File: config.mk
export PLATFORM = sky130hd
export DESIGN_NAME = readout_frame_deframer
export DESIGN_NICKNAME = d
export VERILOG_FILES = /design/src/rfd_pkg.sv /design/src/readout_frame_deframer.sv
export SDC_FILE = /design/constraint.sdc
export NUM_CORES = 1
export LEC_CHECK = 0
export CAP_MARGIN = 20
export CORE_UTILIZATION = 65
export CTS_BUF_LIST = sky130_fd_sc_hd__clkbuf_8 sky130_fd_sc_hd__clkbuf_16
export DETAILED_ROUTE_END_ITERATION = 10
export DONT_BUFFER_PORTS = 1
export PLACE_DENSITY = 0.86
export SYNTH_ARGS = -nofsm -noshare
export SYNTH_HDL_FRONTEND = slang
export SYNTH_SLANG_ARGS = --single-unit
File: constraint.sdc
create_clock -name clk -period 13 [get_ports clk]
set_input_delay 3.9 -clock clk [delete_from_list [all_inputs] [get_ports clk]]
set_output_delay 3.9 -clock clk [all_outputs]
set_load 0.01 [all_outputs]
File: src/rfd_pkg.sv
// Shared types and constants for the readout frame deframer.
// Holds parse phases, result codes and the result record; no dependencies.
`timescale 1ns / 1ps

package rfd_pkg;

  localparam int LENGTH_BITS = 16;
  localparam logic [15:0] LEN_MASK = 16'((32'd1 << LENGTH_BITS) - 32'd1);

  localparam logic [7:0]  START_BYTE   = 8'h60;
  localparam logic [7:0]  HEADER_MARK  = 8'h58;
  localparam logic [7:0]  BEGIN_MARK   = 8'hbb;
  localparam logic [7:0]  END_MARK     = 8'hee;
  localparam logic [31:0] END_COOKIE   = 32'h8765_4321;
  localparam logic [15:0] MIN_PACKET   = 16'd19;
  localparam logic [15:0] MIN_WORDS    = 16'd4;
  localparam logic [15:0] SKIP_BYTES   = 16'd3;
  localparam logic [15:0] FRAME_OVERHEAD = 16'd3;

  // result kinds
  localparam logic [1:0] KIND_PAYLOAD = 2'd0;
  localparam logic [1:0] KIND_FRAME   = 2'd1;
  localparam logic [1:0] KIND_STATUS  = 2'd2;

  // packet status codes
  localparam logic [2:0] ST_OK         = 3'd0;
  localparam logic [2:0] ST_BAD_START  = 3'd1;
  localparam logic [2:0] ST_TOO_SHORT  = 3'd2;
  localparam logic [2:0] ST_BAD_HEADER = 3'd3;
  localparam logic [2:0] ST_NO_BEGIN   = 3'd4;
  localparam logic [2:0] ST_BAD_LENGTH = 3'd5;
  localparam logic [2:0] ST_NO_COOKIE  = 3'd6;
  localparam logic [2:0] ST_NO_END     = 3'd7;

  // output queue
  localparam int QDEPTH    = 4;
  localparam int QPTR_BITS = $clog2(QDEPTH);
  localparam int QCNT_BITS = $clog2(QDEPTH + 1);

  typedef enum logic [2:0] {
    PH_IDLE    = 3'd0,
    PH_SKIP    = 3'd1,
    PH_HEADER  = 3'd2,
    PH_BEGIN   = 3'd3,
    PH_PAYLOAD = 3'd4,
    PH_COOKIE  = 3'd5,
    PH_END     = 3'd6,
    PH_DONE    = 3'd7
  } phase_t;

  typedef struct packed {
    logic [1:0]  kind;
    logic [31:0] word;
    logic [15:0] count;
    logic [2:0]  status;
    logic [15:0] left;
  } result_t;

endpackage

File: src/readout_frame_deframer.sv
// Readout packet deframer: byte parser with a small output queue.
// Depends on rfd_pkg.
//
// Usage:
//   Input channel carries one packet byte per transfer (data_byte), with
//   packet_start marking the first byte and packet_length sampled with it.
//   Output channel carries result records: payload words, frame accepted
//   markers with the payload word count, and at most one packet status per packet.
// Queueing: results of a byte enter the output queue at the edge that
//   accepts the byte; the output reads the registered queue head.
// Throughput: one byte per cycle while in_stall is low. A byte yields at
//   most two results (the last frame's accept marker and the ok status);
//   the 4-entry output queue drains one result per cycle while out_stall
//   is low, and in_stall rises while it holds more than two entries.
// Reset: the parser returns to idle and the queue empties; bytes are
//   ignored until the next packet_start.
// Receiver stall: the head result holds on the output; once the queue
//   holds more than two entries, in_stall holds the byte stream back.
`timescale 1ns / 1ps

module readout_frame_deframer import rfd_pkg::*; (
  input  logic        clk,
  input  logic        rst,
  input  logic        in_valid,
  output logic        in_stall,
  input  logic [7:0]  data_byte,
  input  logic        packet_start,
  input  logic [15:0] packet_length,
  output logic        out_valid,
  input  logic        out_stall,
  output logic [1:0]  result_kind,
  output logic [31:0] payload_word,
  output logic [15:0] frame_word_count,
  output logic [2:0]  packet_status,
  output logic [15:0] leftover_bytes
);

  phase_t      phase, phase_next;
  logic [15:0] bytes_seen, bytes_seen_next;
  logic [15:0] packet_size, packet_size_next;
  logic [23:0] word_asm, word_asm_next;
  logic [15:0] words_left, words_left_next;
  logic [15:0] payload_total, payload_total_next;

  logic        accept;
  logic        parsing;
  logic [15:0] size_in;
  logic        bad_start, too_short, no_frames;
  logic [15:0] pos;
  logic [1:0]  byte_lane;
  logic        word_done;
  logic [31:0] full_word;
  logic [15:0] total_words, word_idx, rem, rem_m1, rem_x4, rem_m1_x4;
  logic [15:0] len_body;
  logic        len_bad;

  result_t     res0, res1;
  logic [1:0]  n_wr;

  result_t               queue [QDEPTH];
  logic [QPTR_BITS-1:0]  wr_ptr, rd_ptr;
  logic [QCNT_BITS-1:0]  q_count;
  logic                  q_read;

  assign accept    = in_valid && !in_stall;
  assign parsing   = (phase != PH_IDLE) && (phase != PH_DONE);
  assign size_in   = packet_length & LEN_MASK;
  assign bad_start = data_byte != START_BYTE;
  assign too_short = size_in < MIN_PACKET;
  assign no_frames = ((size_in - SKIP_BYTES) >> 2) <= MIN_WORDS;

  assign pos       = bytes_seen;
  assign byte_lane = 2'(pos[1:0] + 2'd1);
  assign word_done = (pos >= SKIP_BYTES) && (byte_lane == 2'd3);
  assign full_word = {data_byte, word_asm};

  assign total_words = (packet_size - SKIP_BYTES) >> 2;
  assign word_idx    = (pos - SKIP_BYTES) >> 2;
  assign rem         = total_words - word_idx;
  assign rem_m1      = rem - 16'd1;
  assign rem_x4      = {rem[13:0], 2'b00};
  assign rem_m1_x4   = {rem_m1[13:0], 2'b00};
  assign len_body    = payload_total - FRAME_OVERHEAD;
  assign len_bad     = (payload_total < FRAME_OVERHEAD) || (rem == 16'd0) ||
                       (payload_total > rem);

  // next state
  always_comb begin
    phase_next         = phase;
    bytes_seen_next    = bytes_seen;
    packet_size_next   = packet_size;
    word_asm_next      = word_asm;
    words_left_next    = words_left;
    payload_total_next = payload_total;
    if (accept) begin
      if (packet_start) begin
        packet_size_next   = size_in;
        bytes_seen_next    = 16'd1;
        word_asm_next      = '0;
        words_left_next    = '0;
        payload_total_next = '0;
        phase_next = (bad_start || too_short || no_frames) ? PH_DONE : PH_SKIP;
      end else if (parsing) begin
        bytes_seen_next = (pos + 16'd1) & LEN_MASK;
        if (pos < SKIP_BYTES) begin
          if (pos == SKIP_BYTES - 16'd1) begin
            phase_next = PH_HEADER;
          end
        end else if (!word_done) begin
          word_asm_next = word_asm | ({16'b0, data_byte} << {byte_lane, 3'b000});
        end else begin
          word_asm_next = '0;
          case (phase)
            PH_HEADER: begin
              if (full_word[7:0] != HEADER_MARK) begin
                phase_next = PH_DONE;
              end else begin
                // length field is big-endian in bytes 1 and 2
                payload_total_next = {full_word[15:8], full_word[23:16]};
                phase_next         = PH_BEGIN;
              end
            end
            PH_BEGIN: begin
              if (full_word[31:24] != BEGIN_MARK || len_bad) begin
                phase_next = PH_DONE;
              end else begin
                payload_total_next = len_body;
                words_left_next    = len_body;
                phase_next = (len_body != 16'd0) ? PH_PAYLOAD : PH_COOKIE;
              end
            end
            PH_PAYLOAD: begin
              words_left_next = words_left - 16'd1;
              if (words_left == 16'd1) begin
                phase_next = PH_COOKIE;
              end
            end
            PH_COOKIE: begin
              phase_next = (full_word != END_COOKIE) ? PH_DONE : PH_END;
            end
            PH_END: begin
              if (full_word[31:24] != END_MARK || rem_m1 <= MIN_WORDS) begin
                phase_next = PH_DONE;
              end else begin
                phase_next = PH_HEADER;
              end
            end
            default: begin
              phase_next = phase;
            end
          endcase
        end
      end
    end
  end

  // results of the accepted byte
  always_comb begin
    res0 = '0;
    res1 = '0;
    n_wr = 2'd0;
    if (accept) begin
      if (packet_start) begin
        if (bad_start) begin
          res0.kind   = KIND_STATUS;
          res0.status = ST_BAD_START;
          res0.left   = size_in;
          n_wr        = 2'd1;
        end else if (too_short) begin
          res0.kind   = KIND_STATUS;
          res0.status = ST_TOO_SHORT;
          res0.left   = size_in;
          n_wr        = 2'd1;
        end else if (no_frames) begin
          res0.kind   = KIND_STATUS;
          res0.status = ST_OK;
          n_wr        = 2'd1;
        end
      end else if (parsing && word_done) begin
        case (phase)
          PH_HEADER: begin
            if (full_word[7:0] != HEADER_MARK) begin
              res0.kind   = KIND_STATUS;
              res0.status = ST_BAD_HEADER;
              res0.left   = rem_x4;
              n_wr        = 2'd1;
            end
          end
          PH_BEGIN: begin
            if (full_word[31:24] != BEGIN_MARK) begin
              res0.kind   = KIND_STATUS;
              res0.status = ST_NO_BEGIN;
              res0.left   = rem_x4;
              n_wr        = 2'd1;
            end else if (len_bad) begin
              res0.kind   = KIND_STATUS;
              res0.status = ST_BAD_LENGTH;
              res0.left   = rem_m1_x4;
              n_wr        = 2'd1;
            end
          end
          PH_PAYLOAD: begin
            res0.kind = KIND_PAYLOAD;
            res0.word = full_word;
            n_wr      = 2'd1;
          end
          PH_COOKIE: begin
            if (full_word != END_COOKIE) begin
              res0.kind   = KIND_STATUS;
              res0.status = ST_NO_COOKIE;
              res0.left   = rem_x4;
              n_wr        = 2'd1;
            end
          end
          PH_END: begin
            if (full_word[31:24] != END_MARK) begin
              res0.kind   = KIND_STATUS;
              res0.status = ST_NO_END;
              res0.left   = rem_x4;
              n_wr        = 2'd1;
            end else begin
              res0.kind  = KIND_FRAME;
              res0.count = payload_total;
              n_wr       = 2'd1;
              // last frame of the packet: close with ok status
              if (rem_m1 <= MIN_WORDS) begin
                res1.kind   = KIND_STATUS;
                res1.status = ST_OK;
                n_wr        = 2'd2;
              end
            end
          end
          default: begin
            n_wr = 2'd0;
          end
        endcase
      end
    end
  end

  always_ff @(posedge clk) begin
    if (rst) begin
      phase         <= PH_IDLE;
      bytes_seen    <= '0;
      packet_size   <= '0;
      word_asm      <= '0;
      words_left    <= '0;
      payload_total <= '0;
    end else begin
      phase         <= phase_next;
      bytes_seen    <= bytes_seen_next;
      packet_size   <= packet_size_next;
      word_asm      <= word_asm_next;
      words_left    <= words_left_next;
      payload_total <= payload_total_next;
    end
  end

  // output queue
  assign q_read    = out_valid && !out_stall;
  assign out_valid = q_count != '0;
  assign in_stall  = q_count > QCNT_BITS'(QDEPTH - 2);

  always_ff @(posedge clk) begin
    if (rst) begin
      wr_ptr  <= '0;
      rd_ptr  <= '0;
      q_count <= '0;
    end else begin
      wr_ptr  <= QPTR_BITS'(wr_ptr + QPTR_BITS'(n_wr));
      rd_ptr  <= QPTR_BITS'(rd_ptr + QPTR_BITS'(q_read));
      q_count <= QCNT_BITS'(q_count + QCNT_BITS'(n_wr) - QCNT_BITS'(q_read));
    end
  end

  always_ff @(posedge clk) begin
    if (n_wr != 2'd0) begin
      queue[wr_ptr] <= res0;
    end
    if (n_wr == 2'd2) begin
      queue[QPTR_BITS'(wr_ptr + 1'b1)] <= res1;
    end
  end

  assign result_kind      = queue[rd_ptr].kind;
  assign payload_word     = queue[rd_ptr].word;
  assign frame_word_count = queue[rd_ptr].count;
  assign packet_status    = queue[rd_ptr].status;
  assign leftover_bytes   = queue[rd_ptr].left;

endmodule

* Word-level counts from Yosys, hierarchy flattened *
Memories as Yosys holds them, arrays and structs flattened. A register that Yosys moved wholly into a read port is not among the register bits.
Cells that the tools add are included.

operators by class
  $add $sub $neg = 14
  order comparisons = 8
  equal/unequal tests = 20
  shifts and indexed selects = 1
  muxes and demuxes = 81
  bitwise operators = 1
  reduce and logical (&&, ||, !) cells = 30

operators with widths
  kind                   count
  $mux 16                15
  $mux 69                2
  $mux 24                4
  $mux 19                5
  $pmux 19 s4            1
  $pmux 16 s2            2
  $sub 16x2->16 const B  4
  $mux 2                 24
  $mux 48                1
  $mux 18                2
  $lt 16x2->1 const B    2
  $mux 32                1
  $ne 32x32->1 const B   1
  $mux 3                 9
  $or 24x24->24          1
  $shl 8x5->24           1
  $add 16x1->16 const B  1
  $eq 16x1->1 const B    1
  $eq 16x2->1 const B    1
  $ge 16x2->1 const B    1
  $gt 16x16->1           1
  $le 16x3->1 const B    1
  $logic_not 16->1       1
  $lt 16x5->1 const B    1
  34 further kinds       72

storage, ports and cells
  register bits after elaboration = 98
  RAM bits = 276
  input port bits = 29
  output and inout port bits = 71
  word-level logic and storage cells = 165
  memories kept = 1

memories
  memory  depth  width  read ports  clocked after memory_dff  wr ports  line                          text
  queue   4      69     1           1                         2         readout_frame_deframer.sv:60  result_t queue [QDEPTH];

* Logic depth before layout (Yosys ltp) *
  depth after elaboration = 14
  gate-level depth with buffers = 31
  mapped depth without buffers = 30

* Worst setup path before layout *
OpenSTA, ideal clock, no wires.

  kind = input to register
  from = in data_byte[3]
  to = reg q_count[2]
  setup time = 0.128 ns
  data arrival time = 6.285 ns
  required time = 12.872 ns
  slack = 6.588 ns
  cell stages on the path = 14
  buffers on the path = 1
  cells stage by stage = clkbuf_1 or4_1 nor4_1 a31oi_1 o221a_2 nor2_1 o22a_4 nor2_1 ha_1 inv_1 fa_1 xnor2_1 xnor2_1 nor2_1

on the way
  word-level cells in the longest chain between the ends = 8
  elaborated cells between the ends (all ways) = 14
  classes of those cells = add/sub: 2; eq/ne: 4; mux: 8

ends and longest elaborated chain
  item                                        line                           text
  from (decl)                                 readout_frame_deframer.sv:26   input logic [7:0] data_byte,
  $ne 32x32->1, or another cell as far along  readout_frame_deframer.sv:208  if (full_word != END_COOKIE) begin
  $mux 1, or another cell as far along        readout_frame_deframer.sv:208
  $pmux 2 s5                                  readout_frame_deframer.sv:180  case (phase)
  $mux 2                                      readout_frame_deframer.sv:179  end else if (parsing && word_done) begin
  $mux 2 *                                    readout_frame_deframer.sv:163  if (packet_start) begin
  $mux 2 *                                    readout_frame_deframer.sv:162  if (accept) begin
  $add 3x2->3 *                               readout_frame_deframer.sv:272  q_count <= QCNT_BITS'(q_count + QCNT_BITS'(n_wr) - QCNT_BITS'(q_read));
  $sub 3x1->3 *                               readout_frame_deframer.sv:272
  to (signal assigned)                        readout_frame_deframer.sv:272
  to (decl)                                   readout_frame_deframer.sv:62   logic [QCNT_BITS-1:0] q_count;

Mark *: on every way between the ends. The rest lies on a longest branch, timed or not.
A chain may end at the register's enable or synchronous reset.

==> impl_metrics.env <==
export IMPL_outcome="completed"
export IMPL_comb_power_share=0.232
export IMPL_postCtsResizedCells=0
export IMPL_drt_wl_total_mm=55.4
export IMPL_yosysTopAreaCell="dfxtp_1"
export IMPL_h_tree_depth=2
export IMPL_ys_ff_latch=374
export IMPL_p_int_uw=2190
export IMPL_drive_above_1_share=0.0845
export IMPL_postCtsHoldBufs=0
export IMPL_via_count=17080
export IMPL_setup_slack_ns=4.86
export IMPL_cp_slowest_cell="buf_4"
export IMPL_drt_wirelength_per_cell_microns=21.1
export IMPL_synth_cell_types=86
export IMPL_die_x_microns=174
export IMPL_pwr_share_clk=0.375
export IMPL_finalCritPeriodShare=0.626
export IMPL_cts_setup_buffers=0
export IMPL_drt_iter0_markers=2019
export IMPL_crit_top_cell="nor2_1"
export IMPL_clock_sinks=374
export IMPL_syn_avg_cell_area_sq_um=8.40
export IMPL_synth_edf_count=4
export IMPL_synth_nets=2366
export IMPL_drc=0
export IMPL_diodes=0
export IMPL_start_util=0.667
export IMPL_insertion_delay_ns=0.54
export IMPL_ant_nets=0
export IMPL_cts_tree="built"
export IMPL_start_kind="flip-flop"
export IMPL_finClkSkew_ns=0.0176
export IMPL_layout_nets=2277
export IMPL_seq_area_frac_synth=0.390
export IMPL_dpl_hpwl_mm=37.1
export IMPL_grt_pass1_wl_mm=87.9
export IMPL_yosys_most_used_dff="dfxtp_1"
export IMPL_crit_arrival_ns=8.55
export IMPL_max_clock_freq_ghz=0.123
export IMPL_crit_type="flip-flop to flip-flop"
export IMPL_setup_viol=0
export IMPL_syn_inst=2296
export IMPL_p_sw_uw=999
export IMPL_grt_usage=0.360
export IMPL_rsz0062_at_grt="no"
export IMPL_max_stage_delay_ns=0.91
export IMPL_dp_slack_ns=4.71
export IMPL_drv_cap=0
export IMPL_critPathBufInv=2
export IMPL_p_leak_uw=0.00744
export IMPL_setup_worst_path_end_class="flip-flop"
export IMPL_p_sw_frac=0.313
export IMPL_dieArea_sq_um=30400
export IMPL_hold_violations=0
export IMPL_vias_per_cell=6.51
export IMPL_ys_async_sr_fraction=0
export IMPL_clock_root_buffer="clkbuf_16"
export IMPL_period_needed_ns=8.14
export IMPL_sequentialPowerShare=0.393
export IMPL_die_height_microns=174
export IMPL_path_max_fanout=83
export IMPL_area_growth_pct=7.24
export IMPL_power_density_nw_per_um2=154
export IMPL_slew_violations=0
export IMPL_yosysWarnings=0
export IMPL_yosys_area_top_type_share=0.384
export IMPL_tns_ns=0
export IMPL_drtPass1Iterations=6
export IMPL_grt_max_degree=84
export IMPL_relSlewSlack=0.281
export IMPL_syn_cell_area_sq_um=19300
export IMPL_hold_path_class="flip-flop to flip-flop"
export IMPL_grt_pass1_vias=16466
export IMPL_synthTopCellsByArea="dfxtp_1 (38%), nand2_1 (9.3%), mux4_2 (8.1%)"
export IMPL_core_area_sq_um=28900
export IMPL_ir_drop_mv=0.110
export IMPL_portBuffers=0
export IMPL_synthTopCellsByCount="nand2_1 (480), dfxtp_1 (370), nor2_1 (231)"
export IMPL_antenna_found_initial=0
export IMPL_row_count=62
export IMPL_numCtsBuffers=39
export IMPL_gp_congestion=0.984
export IMPL_overflow=0
export IMPL_clk_pin_slew_ns=0.06
export IMPL_required_ns=13.41
export IMPL_yosysMostFrequentCell="nand2_1"
export IMPL_io_pins=100
export IMPL_tightest_slew_ns=1.08
export IMPL_critical_path_top_delay_family="compound AO/OA/AOI/OAI gates"
export IMPL_clockBufferDepth=3
power by group through the flow:
stage | sequential [uW] | clock, uW | combinational, uW
finish | 1250 | 1200 | 739
global route | 1260 | 1250 | 797
CTS | 1250 | 1200 | 726
detailed placement | 1280 | 0 | 721
global placement | 1270 | 0 | 702
floorplan | 1240 | 0 | 584
state kept, by name, summed over array words and instances, names as in the netlist:
signal and count:
rd_ptr 2, payload_total 16, words_left 16, word_asm 24
wr_ptr 2, packet_size 16, q_count 3, bytes_seen 16
phase 3, queue 276
stage by stage:
step	hold WS [ns]	power [uW]	cells	instance area [sq um]	utilization
after floorplan	0.425	1830	2296	19300	-
after global placement	0.433	1970	2549	19300	0.666
after detailed placement	0.441	2000	2549	19300	0.666
after CTS	0.449	3180	2621	20700	0.714
after global routing	0.477	3310	2622	20700	0.715
final	0.449	3190	2622	20700	0.715
path summary, 6_finish.rpt:
path                                                  start                        end  slack [ns]  cells after the start
worst max-delay path            packet_size[1]$_SDFFE_PP0P_  queue[2][18]$_SDFFE_PP0P_        4.86                     26
worst max register to register  packet_size[1]$_SDFFE_PP0P_  queue[2][18]$_SDFFE_PP0P_        4.86                     26
worst min-delay path              queue[1][49]$_SDFFE_PP0P_  queue[1][49]$_SDFFE_PP0P_        0.45                      2
worst min register to register    queue[1][49]$_SDFFE_PP0P_  queue[1][49]$_SDFFE_PP0P_        0.45                      2
placed cells by master, fill, tap and decap left out, drive strengths merged, types with 29 or more instances in the layout:
master  instances
and2           59
o21ai         238
a21oi         123
nor2          231
nand2         480
nor3           40
ha             39
xor2           31
or3            29
clkbuf         49
dfxtp         370
mux2i          93
mux4           69
xnor2          47
inv            34
cells by family (layout without fill, tap and decap cells):
logic type / Yosys count / after routing / share of synthesized area
AOI/OAI and AO/OA: 469 / 469 / 0.143
xor gates and xnor gates: 80 / 80 / 0.0382
adders and majority gates: 42 / 42 / 0.0279
buffers and inverters: 183 / 125 / 0.0431
DFF: 374 / 374 / 0.390
muxes: 162 / 162 / 0.129
and+or+nand+nor: 986 / 986 / 0.228
layer usage:
metal,global-route usage,share of wire,vias to the layer above
li1,-,-,7832
met1,0.474,0.40,8192
met2,0.597,0.47,908
met3,0.0606,0.095,148
met4,0.123,0.032,0
met5,0,0,-
worst register-to-register path: stages, from the launching register on:
cell       delay (ns)
dfxtp_1          0.33
a21oi_1          0.23
nor2b_1          0.28
nor2b_1          0.24
nand2b_1         0.14
or3_1            0.39
or3_1            0.40
xnor2_1          0.16
ha_1             0.41
nand2_1          0.08
o21ai_1          0.35
nor2_1           0.07
a211oi_1         0.67
inv_1            0.16
ha_1             0.34
nand4_1          0.08
nor2_1           0.14
a221oi_1         0.11
maj3_1           0.38
o2111ai_1        0.13
a31o_4           0.25
o21ai_2          0.08
o22a_4           0.34
a211oi_4         0.88
buf_4            0.91
mux2i_1          0.44
nor2_1           0.06
area by class of cell:
cell class | count | area (sq um)
well taps | 384 | 480
flip-flops and latches | 374 | 7530
fillers | 2127 | 8250
multi-input cells | 1739 | 11000
clock inverters | 23 | 270
inverters | 29 | 109
clock buffers | 49 | 1120
repair buffers | 24 | 188
(Power assumes the default switching activity.)
